===== src/pcnf_pkg.sv =====
package pcnf_pkg;

  // Default sizing handed to the top level.
  localparam int unsigned MaxPointsDef = 64;
  localparam int unsigned CoordBitsDef = 20;

  // Fixed formats.
  localparam int unsigned FracBits  = 8;
  localparam int unsigned RadiusW   = 10;
  localparam int unsigned OutIdxW   = 6;
  localparam int unsigned LimW      = RadiusW + FracBits;
  localparam int unsigned SqW       = 2 * LimW;
  localparam int unsigned SumW      = SqW + 2;
  localparam int unsigned PipeDepth = 3;
  localparam int unsigned DrainW    = 2;

  typedef enum logic [1:0] {
    ST_IDLE,
    ST_SCAN,
    ST_DRAIN,
    ST_CLOSE
  } seq_state_e;

endpackage


===== src/pairwise_cutoff_neighbor_finder_unit.sv =====
// Channel  Direction  Handshake                Payload
// cfg      in         cfg_we_i                 cfg_wdata_i (cutoff radius)
// in       in         in_valid_i / in_stall_o  start_new_i, pos_x_i, pos_y_i, pos_z_i
// out      out        out_valid_o / out_stall_i is_pair_o, earlier_index_o, new_index_o,
//                                               match_count_o, overflow_o, last_o
//
// Every accepted point that does not find the store full costs MAX_POINTS ring
// steps, then three pipeline drain steps and one closing step; the rotating ring
// of point cells advances one step per cycle while the output does not stall.
// A point that finds the store full skips the ring and the drain and goes
// straight to the closing step. Reset empties the store and clears the cutoff;
// stored coordinates need no reset. An output stall freezes the ring, the
// distance pipeline and the sequencer together, so nothing is lost.
module pairwise_cutoff_neighbor_finder_unit #(
  parameter int unsigned MAX_POINTS = pcnf_pkg::MaxPointsDef,
  parameter int unsigned COORD_BITS = pcnf_pkg::CoordBitsDef
) (
  input  logic                                 clk_i,
  input  logic                                 rst_ni,
  input  logic                                 cfg_we_i,
  input  logic [pcnf_pkg::RadiusW-1:0]         cfg_wdata_i,
  input  logic                                 in_valid_i,
  output logic                                 in_stall_o,
  input  logic                                 start_new_i,
  input  logic signed [COORD_BITS-1:0]         pos_x_i,
  input  logic signed [COORD_BITS-1:0]         pos_y_i,
  input  logic signed [COORD_BITS-1:0]         pos_z_i,
  output logic                                 out_valid_o,
  input  logic                                 out_stall_i,
  output logic                                 is_pair_o,
  output logic [pcnf_pkg::OutIdxW-1:0]         earlier_index_o,
  output logic [pcnf_pkg::OutIdxW-1:0]         new_index_o,
  output logic [pcnf_pkg::OutIdxW-1:0]         match_count_o,
  output logic                                 overflow_o,
  output logic                                 last_o
);

  localparam int unsigned IdxW = $clog2(MAX_POINTS);
  localparam int unsigned CntW = $clog2(MAX_POINTS + 1);
  localparam int unsigned PtW  = 3 * COORD_BITS;

  pcnf_pkg::seq_state_e state_q, state_d;

  logic [pcnf_pkg::RadiusW-1:0] cutoff_q;
  logic [CntW-1:0]              count_q, count_d;
  logic [CntW-1:0]              matches_q, matches_d;
  logic [IdxW-1:0]              step_q, step_d;
  logic [pcnf_pkg::DrainW-1:0]  drain_q, drain_d;
  logic                         ovf_q, ovf_d;
  logic [PtW-1:0]               probe_q;

  // Output register.
  logic                         out_valid_q, out_valid_d;
  logic                         is_pair_q;
  logic [IdxW-1:0]              earlier_q;
  logic [CntW-1:0]              new_idx_q;
  logic [CntW-1:0]              match_cnt_q;
  logic                         ovf_out_q;
  logic                         last_q;

  logic in_accept;
  logic en;
  logic shift_en;
  logic issue;
  logic close_load;
  logic last_step;

  logic [PtW-1:0]  ring [MAX_POINTS];
  logic [PtW-1:0]  feed;

  logic            res_valid;
  logic [IdxW-1:0] res_idx;
  logic            res_hit;
  logic            pair_out;

  // The whole datapath advances only when the output register can take data.
  assign en        = !out_valid_q || !out_stall_i;
  assign in_accept = in_valid_i && !in_stall_o;
  assign last_step = (step_q == IdxW'(MAX_POINTS - 1));

  // Configuration register.
  always_ff @(posedge clk_i or negedge rst_ni) begin
    if (!rst_ni) begin
      cutoff_q <= '0;
    end else if (cfg_we_i) begin
      cutoff_q <= cfg_wdata_i;
    end
  end

  // Point ring. Cell zero always holds the point whose index equals the
  // current step; after MAX_POINTS steps every point is back in place. The
  // new point enters at the tail on the step that reaches the free slot.
  assign feed = (CntW'(step_q) == count_q) ? probe_q : ring[0];

  for (genvar i = 0; i < MAX_POINTS; i++) begin : g_ring
    logic [PtW-1:0] cell_in;
    if (i == MAX_POINTS - 1) begin : g_tail
      assign cell_in = feed;
    end else begin : g_body
      assign cell_in = ring[i+1];
    end
    pcnf_cell #(
      .COORD_BITS(COORD_BITS)
    ) u_cell (
      .clk_i     (clk_i),
      .shift_en_i(shift_en),
      .point_i   (cell_in),
      .point_o   (ring[i])
    );
  end

  pcnf_dist #(
    .COORD_BITS(COORD_BITS),
    .IDX_W     (IdxW)
  ) u_dist (
    .clk_i   (clk_i),
    .rst_ni  (rst_ni),
    .en_i    (en),
    .valid_i (issue),
    .idx_i   (step_q),
    .stored_i(ring[0]),
    .probe_i (probe_q),
    .cutoff_i(cutoff_q),
    .valid_o (res_valid),
    .idx_o   (res_idx),
    .hit_o   (res_hit)
  );

  assign pair_out = res_valid && res_hit;

  // Next state.
  always_comb begin
    state_d = state_q;
    case (state_q)
      pcnf_pkg::ST_IDLE: begin
        if (in_accept) begin
          state_d = (!start_new_i && count_q == CntW'(MAX_POINTS)) ?
                    pcnf_pkg::ST_CLOSE : pcnf_pkg::ST_SCAN;
        end
      end
      pcnf_pkg::ST_SCAN: begin
        if (en && last_step) begin
          state_d = pcnf_pkg::ST_DRAIN;
        end
      end
      pcnf_pkg::ST_DRAIN: begin
        if (en && drain_q == pcnf_pkg::DrainW'(pcnf_pkg::PipeDepth - 1)) begin
          state_d = pcnf_pkg::ST_CLOSE;
        end
      end
      pcnf_pkg::ST_CLOSE: begin
        if (en) begin
          state_d = pcnf_pkg::ST_IDLE;
        end
      end
      default: state_d = pcnf_pkg::ST_IDLE;
    endcase
  end

  // Sequencer outputs.
  always_comb begin
    in_stall_o = 1'b1;
    shift_en   = 1'b0;
    issue      = 1'b0;
    close_load = 1'b0;
    case (state_q)
      pcnf_pkg::ST_IDLE: begin
        in_stall_o = 1'b0;
      end
      pcnf_pkg::ST_SCAN: begin
        shift_en = en;
        issue    = CntW'(step_q) < count_q;
      end
      pcnf_pkg::ST_DRAIN: begin
      end
      pcnf_pkg::ST_CLOSE: begin
        close_load = 1'b1;
      end
      default: begin
      end
    endcase
  end

  // Counters and bookkeeping.
  always_comb begin
    count_d   = count_q;
    matches_d = matches_q;
    step_d    = step_q;
    drain_d   = drain_q;
    ovf_d     = ovf_q;
    if (in_accept) begin
      count_d   = start_new_i ? '0 : count_q;
      ovf_d     = !start_new_i && count_q == CntW'(MAX_POINTS);
      matches_d = '0;
      step_d    = '0;
      drain_d   = '0;
    end else if (en) begin
      if (shift_en) begin
        step_d = step_q + IdxW'(1);
      end
      if (state_q == pcnf_pkg::ST_DRAIN) begin
        drain_d = drain_q + pcnf_pkg::DrainW'(1);
      end
      if (pair_out) begin
        matches_d = matches_q + CntW'(1);
      end
      if (close_load && !ovf_q) begin
        count_d = count_q + CntW'(1);
      end
    end
  end

  always_ff @(posedge clk_i or negedge rst_ni) begin
    if (!rst_ni) begin
      state_q   <= pcnf_pkg::ST_IDLE;
      count_q   <= '0;
      matches_q <= '0;
      step_q    <= '0;
      drain_q   <= '0;
      ovf_q     <= 1'b0;
    end else begin
      state_q   <= state_d;
      count_q   <= count_d;
      matches_q <= matches_d;
      step_q    <= step_d;
      drain_q   <= drain_d;
      ovf_q     <= ovf_d;
    end
  end

  always_ff @(posedge clk_i) begin
    if (in_accept) begin
      probe_q <= {pos_z_i, pos_y_i, pos_x_i};
    end
  end

  // Output register: either a pair from the pipeline or the closing transaction.
  assign out_valid_d = en ? (close_load || pair_out) : out_valid_q;

  always_ff @(posedge clk_i or negedge rst_ni) begin
    if (!rst_ni) begin
      out_valid_q <= 1'b0;
    end else begin
      out_valid_q <= out_valid_d;
    end
  end

  always_ff @(posedge clk_i) begin
    if (en) begin
      if (close_load) begin
        is_pair_q   <= 1'b0;
        earlier_q   <= '0;
        new_idx_q   <= ovf_q ? '0 : count_q;
        match_cnt_q <= ovf_q ? '0 : matches_q;
        ovf_out_q   <= ovf_q;
        last_q      <= 1'b1;
      end else begin
        is_pair_q   <= 1'b1;
        earlier_q   <= res_idx;
        new_idx_q   <= count_q;
        match_cnt_q <= '0;
        ovf_out_q   <= 1'b0;
        last_q      <= 1'b0;
      end
    end
  end

  assign out_valid_o     = out_valid_q;
  assign is_pair_o       = is_pair_q;
  assign earlier_index_o = pcnf_pkg::OutIdxW'(earlier_q);
  assign new_index_o     = pcnf_pkg::OutIdxW'(new_idx_q);
  assign match_count_o   = pcnf_pkg::OutIdxW'(match_cnt_q);
  assign overflow_o      = ovf_out_q;
  assign last_o          = last_q;

endmodule


===== src/pcnf_cell.sv =====
// One slot of the rotating point ring.
module pcnf_cell #(
  parameter int unsigned COORD_BITS = pcnf_pkg::CoordBitsDef
) (
  input  logic                    clk_i,
  input  logic                    shift_en_i,
  input  logic [3*COORD_BITS-1:0] point_i,
  output logic [3*COORD_BITS-1:0] point_o
);

  logic [3*COORD_BITS-1:0] point_q;

  always_ff @(posedge clk_i) begin
    if (shift_en_i) begin
      point_q <= point_i;
    end
  end

  assign point_o = point_q;

endmodule


===== src/pcnf_dist.sv =====
// Three-stage squared-distance test of one stored point against the new point.
module pcnf_dist #(
  parameter int unsigned COORD_BITS = pcnf_pkg::CoordBitsDef,
  parameter int unsigned IDX_W      = 6
) (
  input  logic                          clk_i,
  input  logic                          rst_ni,
  input  logic                          en_i,
  input  logic                          valid_i,
  input  logic [IDX_W-1:0]              idx_i,
  input  logic [3*COORD_BITS-1:0]       stored_i,
  input  logic [3*COORD_BITS-1:0]       probe_i,
  input  logic [pcnf_pkg::RadiusW-1:0]  cutoff_i,
  output logic                          valid_o,
  output logic [IDX_W-1:0]              idx_o,
  output logic                          hit_o
);

  localparam int unsigned AbsW = (COORD_BITS > pcnf_pkg::LimW) ? COORD_BITS : pcnf_pkg::LimW;

  logic [pcnf_pkg::LimW-1:0] lim;
  logic [pcnf_pkg::SqW-1:0]  lim_sq_q;
  logic [COORD_BITS-1:0]     abs_v [3];
  logic [2:0]                axis_near;

  logic                      s1_valid_q, s2_valid_q, s3_valid_q;
  logic [IDX_W-1:0]          s1_idx_q, s2_idx_q, s3_idx_q;
  logic                      s1_near_q, s2_near_q, s3_hit_q;
  logic [pcnf_pkg::LimW-1:0] s1_abs_q [3];
  logic [pcnf_pkg::SqW-1:0]  s2_sq_q [3];
  logic [pcnf_pkg::SumW-1:0] sum;

  assign lim = {cutoff_i, {pcnf_pkg::FracBits{1'b0}}};

  // The user changes the limit only while idle (unchecked); no enable needed.
  always_ff @(posedge clk_i) begin
    lim_sq_q <= pcnf_pkg::SqW'(lim) * pcnf_pkg::SqW'(lim);
  end

  always_comb begin
    logic signed [COORD_BITS:0] diff;
    for (int a = 0; a < 3; a++) begin
      diff = {stored_i[a*COORD_BITS+COORD_BITS-1], stored_i[a*COORD_BITS +: COORD_BITS]}
           - {probe_i[a*COORD_BITS+COORD_BITS-1], probe_i[a*COORD_BITS +: COORD_BITS]};
      abs_v[a] = diff[COORD_BITS] ? COORD_BITS'(-diff) : diff[COORD_BITS-1:0];
      axis_near[a] = AbsW'(abs_v[a]) < AbsW'(lim);
    end
  end

  assign sum = pcnf_pkg::SumW'(s2_sq_q[0]) + pcnf_pkg::SumW'(s2_sq_q[1])
             + pcnf_pkg::SumW'(s2_sq_q[2]);

  always_ff @(posedge clk_i or negedge rst_ni) begin
    if (!rst_ni) begin
      s1_valid_q <= 1'b0;
      s2_valid_q <= 1'b0;
      s3_valid_q <= 1'b0;
    end else if (en_i) begin
      s1_valid_q <= valid_i;
      s2_valid_q <= s1_valid_q;
      s3_valid_q <= s2_valid_q;
    end
  end

  always_ff @(posedge clk_i) begin
    if (en_i) begin
      s1_idx_q  <= idx_i;
      s1_near_q <= &axis_near;
      for (int a = 0; a < 3; a++) begin
        s1_abs_q[a] <= pcnf_pkg::LimW'(abs_v[a]);
      end
      s2_idx_q  <= s1_idx_q;
      s2_near_q <= s1_near_q;
      for (int a = 0; a < 3; a++) begin
        s2_sq_q[a] <= pcnf_pkg::SqW'(s1_abs_q[a]) * pcnf_pkg::SqW'(s1_abs_q[a]);
      end
      s3_idx_q <= s2_idx_q;
      s3_hit_q <= s2_near_q && (sum < pcnf_pkg::SumW'(lim_sq_q));
    end
  end

  assign valid_o = s3_valid_q;
  assign idx_o   = s3_idx_q;
  assign hit_o   = s3_hit_q;

endmodule

===== config.mk =====
export PLATFORM = sky130hd
export DESIGN_NAME = pairwise_cutoff_neighbor_finder_unit
export DESIGN_NICKNAME = d
export VERILOG_FILES = /design/src/pcnf_pkg.sv /design/src/pairwise_cutoff_neighbor_finder_unit.sv /design/src/pcnf_cell.sv /design/src/pcnf_dist.sv
export SDC_FILE = /design/constraint.sdc
export NUM_CORES = 2
export LEC_CHECK = 0
export BUFFER_PORTS_ARGS = -buffer_cell sky130_fd_sc_hd__buf_2
export CAP_MARGIN = 15
export CORE_AREA = 3 3 576 578
export DETAILED_ROUTE_END_ITERATION = 12
export DIE_AREA = 0 0 579 581
export GPL_ROUTABILITY_DRIVEN = 0
export PLACE_DENSITY = 0.71
export SLEW_MARGIN = 25
export SYNTH_ARGS = -nofsm -noshare
export SYNTH_HDL_FRONTEND = slang
export SYNTH_SLANG_ARGS = --single-unit
export TNS_END_PERCENT = 10

===== constraint.sdc =====
create_clock -name clk_i -period 125.5 [get_ports clk_i]
set_input_delay 0 -clock clk_i [delete_from_list [all_inputs] [get_ports clk_i]]
set_output_delay 0 -clock clk_i [all_outputs]
set_load 0.01 [all_outputs]

==> impl_metrics.json <==
{
  "setup_tns_ns": 0,
  "drc": 0,
  "nets": 10807,
  "endpoint": "u_dist.s2_sq_q[0][106]",
  "die_y_microns": 581,
  "critPathLaunchType": "flop",
  "synth-main-ff-cell": "edfxtp_1",
  "worst_r2r_endpoint": "u_dist.s2_sq_q[0][106]",
  "clock.fmax_mhz": 132,
  "h-tree-depth": 5,
  "final_common_cell": "edfxtp_1",
  "drive_gt1_share_pct": 8.18,
  "hp-start": "in_valid_i",
  "ff2ff_path_depth": 22,
  "tightest_slew_ns": 1.08,
  "cts_tree": "built",
  "wire_per_inst_microns": 19.4,
  "hpwl_microns": 157000,
  "grt_pass1_vias": 75196,
  "synth_top_area_share_pct": 75.3,
  "whs_ns": 0.200,
  "drv_slew": 0,
  "routed_wirelength_microns": 274000,
  "area_growth_pct": 12.5,
  "hold_path.class": "input port to flop",
  "rr_startpoint": "u_dist.s1_abs_q[0][41]",
  "synthCells": 8842,
  "hold_buffers": 168,
  "synth_area_sq_um": 164000,
  "period_minus_slack_ns": 7.55,
  "ff2ff_setup_slack_ns": 117.95,
  "maxCapViolCount": 0,
  "synth_edf_count": 4101,
  "ant_nets": 0,
  "cts_setup_buffers": 0,
  "max_slew_margin_pct": 27.7,
  "io-pin-count": 99,
  "synth.distinct_cells": 83,
  "io_buffers": 98,
  "drtIter0Drc": 6510,
  "synth_area_leader_cell": "edfxtp_1",
  "clk_pin_slew_worst_paths_ns": 0.06,
  "insertion_delay_ns": 0.95,
  "ys_ff_latch": 4158,
  "cp-startpoint": "u_dist.s1_abs_q[0][41]",
  "drtPass1Iterations": 6,
  "yosys_warnings": 0,
  "cts-resized-gates": 0,
  "antenna_found_initial": 15,
  "worstPathRequired_ns": 126.13,
  "initial_utilization_pct": 50.0,
  "rsz0062_at_grt": "no",
  "core-area_sq_um": 327000,
  "synth_area_per_cell_sq_um": 18.5,
  "syn_nets": 10197,
  "status": "finished, final reports clean",
  "cts_buffers": 385,
  "setup_viol": 0,
  "cts_root_buffer": "clkbuf_16",
  "rows": 210,
  "ys_top_cells_by_area": "edfxtp_1, fa_1, ha_1",
  "cp_max_fo": 18,
  "die_w_microns": 579,
  "seq_area_frac_synth_pct": 76.1,
  "via_per_inst": 5.12,
  "grt_overflow": 0,
  "vias": 72331,
  "final-hold-violation-count": 0,
  "min_delay_path_depth": 4,
  "grt_usage_pct": 16.4,
  "grt_first_pass_wirelength_microns": 431000,
  "fin_crit_sh_pct": 6.02,
  "dieArea_sq_um": 336000,
  "async_reset_ff_share_pct": 0.914,
  "worst-setup-path-type": "flop to flop",
  "fin_skew_ns": 0.0501,
  "clkSinkCount": 4158,
  "fillers": 23859,
  "cts.path.max_buffers": 4,
  "grt_start_max_net_pins": 212,
  "cp_data_arrival_time_ns": 8.18,
  "endpoint_kind": "flop",
  "layout_common_cells": "edfxtp_1, inv_1, fa_1"
}
==> stage by stage <==
stage | instance area, sq um | instances | worst slack, ns | util, %
final | 184000 | 14124 | 117.95 | 56.2
after global routing | 184000 | 14121 | 117.43 | 56.2
after CTS | 184000 | 14111 | 117.90 | 56.2
after detailed placement | 170000 | 13237 | 117.84 | 51.8
after global placement | 170000 | 13237 | 118.15 | 51.8
after floorplan | 164000 | 8842 | 1.37 | -
==> cells by family after synthesis <==
group	Yosys count	share of synthesized area [%]
AOI/OAI and AO/OA	632	2.56
xor gates and xnor gates	281	1.50
adders and majority gates	1279	13.0
buffers and inverters	1260	2.90
DFF	4158	76.1
muxes	74	0.503
and+or+nand+nor	1158	3.43
==> synthesized netlist by cell type, drive strengths merged, types with 19 or more instances <==
master and n:
nor2b 48, a21oi 181, fa 700, dfrtp 38, o21bai 34, nand4 27
and3 27, xor2 90, nand2b 30, ha 579, nand3 50, mux2 66
o21ai 114, nor2 259, and2 208, dfxtp 19, o21a 48, nand2 377
edfxtp 4101, nor3 52, xnor2 191, clkbuf 89, a21o 80, inv 1162
==> routing by layer <==
metal	track usage [%]	up-vias	routed length, microns
li1	-	32916	-
met1	23.4	37061	119000
met2	25.6	1804	132000
met3	2.38	546	12500
met4	6.35	4	10900
met5	0	-	21
==> critical path, cell delays in order (launching register included) <==
cell       delay (ns)
edfxtp_1         0.82
nand2_1          0.21
fa_1             0.57
inv_1            0.05
fa_1             0.53
inv_1            0.05
fa_1             0.48
fa_1             0.54
inv_1            0.05
fa_1             0.49
fa_1             0.41
ha_1             0.34
a21o_1           0.17
a21oi_1          0.33
nor4b_1          0.30
a21oi_1          0.19
a221oi_1         0.54
o211ai_1         0.26
a21o_1           0.23
a21oi_1          0.26
o2111ai_1        0.16
a21oi_1          0.20
xnor2_1          0.09
==> state kept, by name, indices dropped and copies added, names as in the netlist, 2 cells and up <==
signal,count
drain_q,2
cutoff_q,10
probe_q,60
state_q,2
u_dist.s2_sq_q,105
earlier_index_o,6
step_q,6
u_dist.idx_o,6
count_q,7
u_dist.s1_idx_q,6
match_cnt_q,6
u_dist.s2_idx_q,6
matches_q,6
new_idx_q,6
u_dist.s1_abs_q,54
u_dist.lim_sq_q,19
g_ring.u_cell.point_o,3840
==> worst min path at each step <==
stage | end
floorplan | count_q[0]
global placement | probe_q[39]
detailed placement | probe_q[29]
CTS | count_q[1]
global route | step_q[3]
finish | matches_q[2]
==> final cells by class <==
| cell class | count | area [sq um] | share of cell area, % |
|---|---|---|---|
| Inverter | 1168 | 4380 | 2.38 |
| Antenna cell | 7 | 17.5 | 0.00952 |
| Clock buffer | 462 | 10000 | 5.46 |
| Timing Repair Buffer | 315 | 2860 | 1.56 |
| Sequential cell | 4158 | 124000 | 67.7 |
| Clock inverter | 244 | 2370 | 1.29 |
| Tap cell | 4346 | 5440 | 2.96 |
| Multi-Input combinational cell | 3424 | 34400 | 18.7 |
Power is left out: the tool's default activity adds up to more than one toggle a clock period on the data nets, which glitch-free logic cannot reach.
